## config.mk

```make
export PLATFORM = sky130hd
export DESIGN_NAME = plid_cell
export DESIGN_NICKNAME = d
export VERILOG_FILES = /design/src/hdl/plid_pkg.sv /design/src/hdl/plid_cell.sv
export SDC_FILE = /design/constraint.sdc
export NUM_CORES = 1
export LEC_CHECK = 0
export BUFFER_PORTS_ARGS = -buffer_cell sky130_fd_sc_hd__buf_2
export CAP_MARGIN = 40
export CORE_AREA = 2 2 66 68
export DETAILED_ROUTE_END_ITERATION = 7
export DIE_AREA = 0 0 68 70
export GPL_TIMING_DRIVEN = 0
export HOLD_SLACK_MARGIN = 0.05
export PLACE_DENSITY = 0.77
export RECOVER_POWER = 100
export SLEW_MARGIN = 25
export SYNTH_ARGS = -nofsm -noshare
export SYNTH_HDL_FRONTEND = slang
export SYNTH_SLANG_ARGS = --single-unit
```

## constraint.sdc

```tcl
create_clock -name clk -period 4.5 [get_ports clk]
set_input_delay 0.9 -clock clk [delete_from_list [all_inputs] [get_ports clk]]
set_output_delay 0.9 -clock clk [all_outputs]
set_load 0.02 [all_outputs]
```

## src/hdl/plid_pkg.sv

```systemverilog
package plid_pkg;

    typedef enum logic [1:0] {
        CMD_INSERT = 2'd0,
        CMD_DELETE = 2'd1,
        CMD_READ   = 2'd2,
        CMD_UPDATE = 2'd3
    } cmd_t;

    typedef enum logic [1:0] {
        ST_OK    = 2'd0,
        ST_RANGE = 2'd1,
        ST_FULL  = 2'd2
    } status_t;

    typedef enum logic [1:0] {
        OP_HOLD   = 2'd0,
        OP_INSERT = 2'd1,
        OP_DELETE = 2'd2,
        OP_UPDATE = 2'd3
    } cell_op_t;

    localparam int DATA_W = 32;
    localparam int POS_W  = 6;
    localparam int FILL_W = 6;

    typedef struct packed {
        cell_op_t           op;
        logic [POS_W-1:0]   pos;
        logic signed [DATA_W-1:0] wdata;
    } cell_ctrl_t;

endpackage

```

## src/hdl/plid_cell.sv

```systemverilog
module plid_cell
    import plid_pkg::*;
#(
    parameter int IDX = 0
) (
    input  logic                     clk,
    input  cell_ctrl_t               ctrl,
    input  logic signed [DATA_W-1:0] left_val,
    input  logic signed [DATA_W-1:0] right_val,
    output logic signed [DATA_W-1:0] value
);

    logic signed [DATA_W-1:0] value_reg;
    logic signed [DATA_W-1:0] value_next;

    always_comb
    begin
        value_next = value_reg;
        case (ctrl.op)
            OP_INSERT:
            begin
                if (IDX > int'(ctrl.pos))
                begin
                    value_next = left_val;
                end
                else if (IDX == int'(ctrl.pos))
                begin
                    value_next = ctrl.wdata;
                end
            end
            OP_DELETE:
            begin
                if (IDX >= int'(ctrl.pos))
                begin
                    value_next = right_val;
                end
            end
            OP_UPDATE:
            begin
                if (IDX == int'(ctrl.pos))
                begin
                    value_next = ctrl.wdata;
                end
            end
            default:
            begin
                value_next = value_reg;
            end
        endcase
    end

    always_ff @(posedge clk)
    begin
        value_reg <= value_next;
    end

    assign value = value_reg;

endmodule

```

==> results of run 1 <==
final cells by class:
cell class,count,area share [%]
Clock buffer,6,3.63
Multi-Input combinational cell,35,19.8
Timing Repair Buffer,105,24.2
Tap cell,52,3.26
Buffer,4,0.751
Sequential cell,32,48.1
Clock inverter,1,0.250
power by group:
part / switching (uW) / leakage [uW] / internal [uW]
combinational: 26.2 / 0.000457 / 42.6
sequential: 0.630 / 0.000288 / 333
clock: 97.8 / 0.0000410 / 105
Yosys cell counts:
master / number / area [um^2]
sky130_fd_sc_hd__nor4_2: 1 / 12.5
sky130_fd_sc_hd__edfxtp_1: 32 / 961
sky130_fd_sc_hd__buf_4: 3 / 22.5
sky130_fd_sc_hd__mux2_2: 27 / 304
sky130_fd_sc_hd__mux2_1: 5 / 56.3
sky130_fd_sc_hd__buf_2: 1 / 5.00
sky130_fd_sc_hd__or4_4: 1 / 11.3
sky130_fd_sc_hd__nor2_1: 1 / 3.75
kinds of logic (layout without fill, tap and decap cells):
family	Yosys count	after routing
simple gates	3	3
buf+inv	4	116
flops	32	32
mux	32	32
worst paths after layout:
path | slack, ps | endpoint | cells past startpoint | start
max | 1440 | value[7] | 5 | ctrl[38]
min | 910 | value[20] | 2 | right_val[20]
stage by stage:
stage               setup slack (ps)  area, um^2  hold WS [ps]
finish                          1440        2000           913
detailed placement              1700        1980          1190
CTS                             2010        2060           901
global route                    1140        2000           912
floorplan                        860        1380          1100
global placement                27.6        1960          1180
layer usage:
metal | vias to the layer above | part of all wire [%]
li1 | 499 | -
met1 | 478 | 37
met3 | 5 | 8.2
met4 | 0 | 1.7
met5 | - | 0
met2 | 57 | 53
==> summary.txt, run 1 <==
======================================================================================================
Synthesized-area fraction occupied by ao, oa, aoi and oai cells .........................           0%
Number of warnings reported in the yosys synthesis log ..................................            0
Combinational family with the most area after synthesis ................................. multiplexers
Overall power consumption ...............................................................       606 uW
Total power divided by cell area ........................................................  303 nW/um^2
Adder-cell area share of the yosys netlist ..............................................           0%
Height of the die .......................................................................        70 um
Post-CTS repair timing setup buffer count ...............................................            0
Data arrival time of the worst path .....................................................      2970 ps
Peak clock frequency supported by timing ................................................    0.326 GHz
Path type of the worst min-delay path ................................................... input pin to flop
Root buffer selected by CTS ............................................................. sky130_fd_sc_hd__clkbuf_8
Wire length of the first global-routing pass ............................................      4690 um
Footprint of the multi-input gates ......................................................     397 um^2
Filler Cells Inserted ...................................................................          395
Final antenna-violating net count .......................................................            0
Total wire length .......................................................................      3180 um
Placed cell count .......................................................................          228
Initial cell density of the core ........................................................        33.2%
Startpoint kind of the worst setup timing path ..........................................    input pin
Setup repair after global routing missed its margin .....................................        false
Portion of the post-synthesis area used by sequential elements ..........................        69.8%
Number of buffers inserted during clock tree synthesis ..................................            5
Clock transition at the register clock pins on the worst setup and hold paths after CTS .        60 ps
Area occupied by registers ..............................................................     961 um^2
Met3 layer usage reported by global route ...............................................        4.67%
Via count ...............................................................................         1039
Most frequent cells in the layout ....................................................... 71 x sky130_fd_sc_hd__buf_2, 39 x sky130_fd_sc_hd__clkbuf_1, 32 x sky130_fd_sc_hd__edfxtp_1
Post-synthesis cell count ...............................................................           71
Placement Rows ..........................................................................           24
Post-route fraction of the period consumed by the critical path .........................        68.1%
Crit path max-delay cell type ........................................................... sky130_fd_sc_hd__nor4_4
Met1 routing resource usage after global routing ........................................        12.3%
Status ..................................................................................    completed
Count of different cell masters after synthesis .........................................            8
Layout cells sized above 1 ..............................................................        57.4%
Number of port buffers ..................................................................          103
Hold Violations, Final ..................................................................            0
Antenna violations before repair ........................................................            0
CP bufs+invs ............................................................................            3
Highest net fanout along the worst path .................................................           12
Peak supply drop ........................................................................       146 uV
Wire per inst ...........................................................................      13.5 um
Horizontal extent of the die ............................................................        68 um
DRC errors left .........................................................................            0
Buffers from clock root to sink, at most ................................................            2
Type of element capturing the critical path .............................................         flop
Cell repeated most along the worst path ................................................. sky130_fd_sc_hd__clkbuf_1
Cell area after synthesis ...............................................................    1380 um^2
CTS resizes .............................................................................            0
Required time worst endpoint ............................................................      4410 ps
Drt initial violations ..................................................................           43
Maximum cell stage delay along the critical path ........................................       650 ps
Top Family by Delay on Critical Path .................................................... buffers and inverters
Synth-to-Final Area Change ..............................................................        45.2%
Hold buffer count at CTS ................................................................            0
Final min period ........................................................................      3060 ps
Final #Nets .............................................................................          288
Clock tree from TritonCTS ...............................................................          yes
Xor and xnor fraction of the mapped netlist area ........................................           0%
Drt first pass iters ....................................................................            5
Number of inserted diodes ...............................................................            0
Slew headroom ...........................................................................        51.1%
Reported leakage power ..................................................................  0.000786 uW
Number of clock sinks seen by CTS .......................................................           32
Core Box Area ...........................................................................    4140 um^2
Max cap viols ...........................................................................            0
Simple logic cell fraction of the synthesized area ......................................        2.00%
Number of endpoints failing setup at the final stage ....................................            0
Met2 Track Usage GR .....................................................................        26.1%
Synthesized net count ...................................................................          176
Max-slew violations .....................................................................            0
Summed negative setup slack over all endpoints ..........................................         0 ps
Mux share of post-synthesis cell area ...................................................        26.2%
Post-Route Utilization ..................................................................        48.2%
Leading cell type in the layout, fill and taps excluded ................................. sky130_fd_sc_hd__buf_2
Worst-Margin Slew .......................................................................       728 ps
Seq cells post-synth ....................................................................           32
Die area ................................................................................    4760 um^2
DR vias/cell ............................................................................         4.42
Global router's overall resource usage ..................................................        13.6%
Average cell area after synthesis .......................................................    19.4 um^2
Largest register FFs ....................................................................           32
Critical path cell sequence ............................................................. clkbuf_1, clkbuf_1, nor2_1, nor4_4, clkbuf_1
Remaining global-route overflow .........................................................            0
Post-Layout Cell Count ..................................................................          235
H-tree Lvls .............................................................................            2
Global placer's final weighted congestion ...............................................        0.722
Vias in the first global route ..........................................................         1078
Worst Setup Path Type ................................................................... input pin to flop
# IOs ...................................................................................          137
Largest net degree at the start of global routing .......................................           13
Half-perimeter wire length after placement ..............................................      2480 um
Highest-utilization routing layer at the global route stage .............................         met2
======================================================================================================
Power figures use the tool's default switching activity.
==> run 2, diff against run 1 <==
Clock period 4.5 ns to 3.1 ns, I/O delays scaled along.
==> run 2 against run 1 <==
Net effect:
- combinational power increased by 45%
- total power is 59% higher
- global-route usage fell by 0.062 points
- worst setup slack lost 680 ps
- highest routed layer unchanged
- clock-buffer cell count decreased by 1
- final area rose by 2.2%
- sequential power increased by 45%
- worst hold slack got worse by 290 ps
- clock power increased by 85%
- via count shrank 0.38%
==> summary.txt, run 2 (synthesis gave the netlist of run 1 again) <==
======================================================================================================
Critical path cell sequence ............................................................. clkbuf_1, buf_4, nor2_1, nor4_4, buf_6, buf_4
Hold Violations, Final ..................................................................            0
Max-slew violations .....................................................................            0
Global placer's final weighted congestion ...............................................        0.718
Final antenna-violating net count .......................................................            0
Status ..................................................................................    completed
Data arrival time of the worst path .....................................................      2320 ps
Horizontal extent of the die ............................................................        68 um
Leading cell type in the layout, fill and taps excluded ................................. sky130_fd_sc_hd__buf_2
Max cap viols ...........................................................................            0
Worst-Margin Slew .......................................................................       758 ps
Startpoint kind of the worst setup timing path ..........................................    input pin
Setup slack of the critical path after layout ...........................................       757 ps
Synth-to-Final Area Change ..............................................................        48.4%
Core Box Area ...........................................................................    4140 um^2
Cell repeated most along the worst path ................................................. sky130_fd_sc_hd__buf_4
Worst Setup Path Type ................................................................... input pin to flop
Post-route fraction of the period consumed by the critical path .........................        75.6%
Root buffer selected by CTS ............................................................. sky130_fd_sc_hd__clkbuf_8
Slew headroom ...........................................................................        49.1%
Clock transition at the register clock pins on the worst setup and hold paths after CTS .        60 ps
Total wire length .......................................................................      3070 um
Required time worst endpoint ............................................................      3070 ps
Crit path max-delay cell type ........................................................... sky130_fd_sc_hd__nor4_4
Placement Rows ..........................................................................           24
Peak clock frequency supported by timing ................................................    0.427 GHz
Largest register FFs ....................................................................           32
Height of the die .......................................................................        70 um
# IOs ...................................................................................          137
DR vias/cell ............................................................................         4.39
Wire per inst ...........................................................................      13.0 um
Maximum cell stage delay along the critical path ........................................       650 ps
Buffers from clock root to sink, at most ................................................            2
Post-Layout Cell Count ..................................................................          236
Number of buffers inserted during clock tree synthesis ..................................            5
Final #Nets .............................................................................          288
Number of clock sinks seen by CTS .......................................................           32
Reported leakage power ..................................................................  0.000811 uW
Number of endpoints failing setup at the final stage ....................................            0
Type of element capturing the critical path .............................................         flop
Most frequent cells in the layout ....................................................... 71 x sky130_fd_sc_hd__buf_2, 35 x sky130_fd_sc_hd__clkbuf_1, 32 x sky130_fd_sc_hd__edfxtp_1
Highest net fanout along the worst path .................................................           12
Number of port buffers ..................................................................          103
Top Family by Delay on Critical Path .................................................... buffers and inverters
Remaining global-route overflow .........................................................            0
Number of cells on the critical path ....................................................            6
Pre-CTS WS ..............................................................................       452 ps
Wire length of the first global-routing pass ............................................      4640 um
Global router's overall resource usage ..................................................        13.6%
Vias in the first global route ..........................................................         1036
Layout cells sized above 1 ..............................................................        59.2%
CTS resizes .............................................................................            0
DRC errors left .........................................................................            0
Via count ...............................................................................         1035
Overall power consumption ...............................................................       961 uW
Setup repair after global routing missed its margin .....................................        false
Drt first pass iters ....................................................................            4
H-tree Lvls .............................................................................            2
Largest net degree at the start of global routing .......................................           13
Summed negative setup slack over all endpoints ..........................................         0 ps
Initial cell density of the core ........................................................        33.2%
Worst hold slack ........................................................................       627 ps
Die area ................................................................................    4760 um^2
Antenna violations before repair ........................................................            0
Total power divided by cell area ........................................................  471 nW/um^2
Placed cell count .......................................................................          228
Final min period ........................................................................      2340 ps
Peak supply drop ........................................................................       247 uV
Clock tree from TritonCTS ...............................................................          yes
CP bufs+invs ............................................................................            4
Drt initial violations ..................................................................           40
Path type of the worst min-delay path ................................................... input pin to flop
Hold path depth .........................................................................            2
Hold buffer count at CTS ................................................................            0
Half-perimeter wire length after placement ..............................................      2410 um
Number of inserted diodes ...............................................................            0
Post-CTS repair timing setup buffer count ...............................................            0
======================================================================================================
run 2: cell types whose count changed in the layout (fill, tap and decap cells not counted), sizes merged:
cell    delta
clkinv     +1
buf        +3
bufinv     +1
clkbuf     -4
run 2: final cells by class:
class / count / area (um^2)
multi-input combinational: 35 / 397
timing repair buffer: 105 / 494
clock buffer: 5 / 68.8
clock inverter: 3 / 37.5
fill: 396 / 2100
buffer: 4 / 18.8
tap: 52 / 65.1
sequential: 32 / 961
run 2: path summary, 6_finish.rpt:
kind	startpoint	end
setup / recovery	ctrl[38]	value[16]
hold / removal	right_val[30]	value[30]
run 2: power breakdown:
group,internal (uW),switching [uW]
registers,484,1.01
logic,62.8,36.9
clock network,234,143
total,780,180
run 2: metrics by stage:
| step | instance area [um^2] | util, % |
|---|---|---|
| floorplan | 1390 | - |
| global placement | 1970 | 47.4 |
| detailed placement | 1980 | 47.9 |
| CTS | 2090 | 50.5 |
| global route | 2040 | 49.3 |
| finish | 2040 | 49.3 |
run 2: layer usage:
| layer | global-route usage [%] | part of all wire [%] | vias up |
|---|---|---|---|
| met3 | 4.19 | 7.4 | 3 |
| met1 | 13.7 | 37 | 476 |
| li1 | - | - | 500 |
| met4 | 6.67 | 0.78 | 0 |
| met2 | 24.3 | 55 | 56 |
| met5 | 0 | 0 | - |
==> run 3, diff against run 2 <==
Settings changed: CORE_AREA 2 2 66 68 to 2 2 69 71, DIE_AREA 0 0 68 70 to 0 0 71 73, PLACE_DENSITY 0.77 to 0.74.
Clock period 3.1 ns to 2 ns, I/O delays scaled along.
==> run 3 against run 2 <==
Net effect:
- final area shrank 1.3%
- die area rose by 8.9%
- sequential share of layout area is 0.61 points higher
- largest power group unchanged
- sequential power grew 55%
- final cell count up 0.85%
==> summary.txt, run 3 (synthesis gave the netlist of run 1 again) <==
======================================================================================================
Reported leakage power ..................................................................  0.000799 uW
Internal portion of total power .........................................................      1090 uW
Largest net degree at the start of global routing .......................................           13
Total power divided by cell area ........................................................  674 nW/um^2
Data arrival time of the worst path .....................................................      1870 ps
Vias in the first global route ..........................................................          998
Hold buffer count at CTS ................................................................            0
Hold path depth .........................................................................            2
Number of port buffers ..................................................................          103
Type of element capturing the critical path .............................................         flop
Path type of the worst min-delay path ................................................... input pin to flop
Root buffer selected by CTS ............................................................. sky130_fd_sc_hd__clkbuf_8
Startpoint kind of the worst setup timing path ..........................................    input pin
Height of the die .......................................................................        73 um
Post-Layout Cell Count ..................................................................          238
Post-CTS repair timing setup buffer count ...............................................            0
Drt initial violations ..................................................................           20
Hold Violations, Final ..................................................................            0
Global router's overall resource usage ..................................................        10.9%
Placement Rows ..........................................................................           25
Number of buffers inserted during clock tree synthesis ..................................            5
Status ..................................................................................    completed
Top Family by Delay on Critical Path .................................................... simple AND/OR/NAND/NOR gates
Overall power consumption ...............................................................      1360 uW
Startpoint of the lowest-slack hold path ................................................ right_val[28]
CP startpoint ...........................................................................     ctrl[36]
Antenna violations before repair ........................................................            0
Wire per inst ...........................................................................      12.2 um
Maximum cell stage delay along the critical path ........................................       530 ps
Final antenna-violating net count .......................................................            0
Clock tree from TritonCTS ...............................................................          yes
Setup repair after global routing missed its margin .....................................        false
Buffers from clock root to sink, at most ................................................            2
Worst-Margin Slew .......................................................................       655 ps
Sequential power share ..................................................................        55.3%
Summed negative setup slack over all endpoints ..........................................         0 ps
Horizontal extent of the die ............................................................        71 um
Core Box Area ...........................................................................    4540 um^2
Highest-utilization routing layer at the global route stage .............................         met2
Switching power share of the total ......................................................        19.9%
Required time worst endpoint ............................................................      1970 ps
Number of clock sinks seen by CTS .......................................................           32
Total wire length .......................................................................      2890 um
Half-perimeter wire length after placement ..............................................      2300 um
Wire length of the first global-routing pass ............................................      4130 um
Worst hold slack ........................................................................       407 ps
Remaining global-route overflow .........................................................            0
Largest register FFs ....................................................................           32
Peak supply drop ........................................................................       402 uV
Worst Setup Path Type ................................................................... input pin to flop
Drt first pass iters ....................................................................            3
Synth-to-Final Area Change ..............................................................        46.5%
Initial cell density of the core ........................................................        30.3%
Share of power burned in combinational logic ............................................        11.3%
Met2 Track Usage GR .....................................................................        18.9%
Final #Nets .............................................................................          288
Slew headroom ...........................................................................        56.0%
Max-slew violations .....................................................................            0
Via count ...............................................................................         1045
Die area ................................................................................    5180 um^2
Setup slack of the critical path after layout ...........................................       102 ps
NetSw ...................................................................................       270 uW
Leading cell type in the layout, fill and taps excluded ................................. sky130_fd_sc_hd__buf_2
CP bufs+invs ............................................................................            2
Global placer's final weighted congestion ...............................................        0.682
H-tree Lvls .............................................................................            2
Worst Hold Path EP ......................................................................    value[28]
CTS resizes .............................................................................            0
Met3 layer usage reported by global route ...............................................        6.49%
# IOs ...................................................................................          137
Layout cells sized above 1 ..............................................................        59.2%
Clock group share of total power ........................................................        33.4%
Most frequent cells in the layout ....................................................... 72 x sky130_fd_sc_hd__buf_2, 36 x sky130_fd_sc_hd__clkbuf_1, 32 x sky130_fd_sc_hd__edfxtp_1
Placed cell count .......................................................................          230
Post-route fraction of the period consumed by the critical path .........................        94.9%
Peak clock frequency supported by timing ................................................    0.527 GHz
Clock transition at the register clock pins on the worst setup and hold paths after CTS .        60 ps
Crit path max-delay cell type ........................................................... sky130_fd_sc_hd__or4_4
DRC errors left .........................................................................            0
Pre-CTS WS ..............................................................................      -222 ps
Critical path cell sequence ............................................................. buf_2, or4_4, nor4_4, buf_4
Number of inserted diodes ...............................................................            0
Met1 routing resource usage after global routing ........................................        10.1%
Final min period ........................................................................      1900 ps
Highest net fanout along the worst path .................................................           12
Number of endpoints failing setup at the final stage ....................................            0
DR vias/cell ............................................................................         4.39
Max cap viols ...........................................................................            0
======================================================================================================
[run 3: changes by cell type in the layout (fill, tap and decap cells not counted)]
cell / before / now
sky130_fd_sc_hd__bufinv_16: 1 / 0
sky130_fd_sc_hd__buf_4: 2 / 3
sky130_fd_sc_hd__buf_2: 71 / 72
sky130_fd_sc_hd__buf_6: 1 / 0
sky130_fd_sc_hd__clkbuf_1: 35 / 36
sky130_fd_sc_hd__clkinv_1: 2 / 1
[run 3: per-stage QoR]
stage / util (%) / cell area [um^2]
2_1_floorplan: - / 1390
3_3_place_gp: 43.4 / 1970
3_5_place_dp: 43.7 / 1980
4_1_cts: 45.5 / 2060
5_1_grt: 44.4 / 2020
6_report: 44.4 / 2020
[run 3: cell type report]
| class | instances | area, um^2 |
|---|---|---|
| Clock inverter | 1 | 3.75 |
| Multi-Input combinational cell | 35 | 397 |
| Clock buffer | 7 | 76.3 |
| Fill cell | 421 | 2520 |
| Timing Repair Buffer | 105 | 490 |
| Buffer | 4 | 20.0 |
| Sequential cell | 32 | 961 |
| Tap cell | 54 | 67.6 |
[run 3: worst max path at each step]
stage / endpoint / slack, ps / cells past startpoint
finish: value[18] / 100 / 4
global route: value[18] / 20 / 4
CTS: value[9] / 80 / 4
detailed placement: value[14] / -220 / 4
global placement: value[21] / -880 / 3
floorplan: value[0] / -400 / 2
[run 3: per-layer routing]
| metal | vias to the layer above | share of wire [%] |
|---|---|---|
| met4 | 0 | 2.0 |
| met5 | - | 0 |
| met1 | 465 | 35 |
| met2 | 71 | 49 |
| met3 | 6 | 14 |
| li1 | 503 | - |
[run 3: power groups by stage]
stage                     registers [uW]  logic [uW]  clock network (uW)
after floorplan                      774        68.6                   0
after global placement               766         156                   0
after detailed placement             766         159                   0
after CTS                            751         160                 475
after global routing                 751         170                 513
final                                751         154                 454
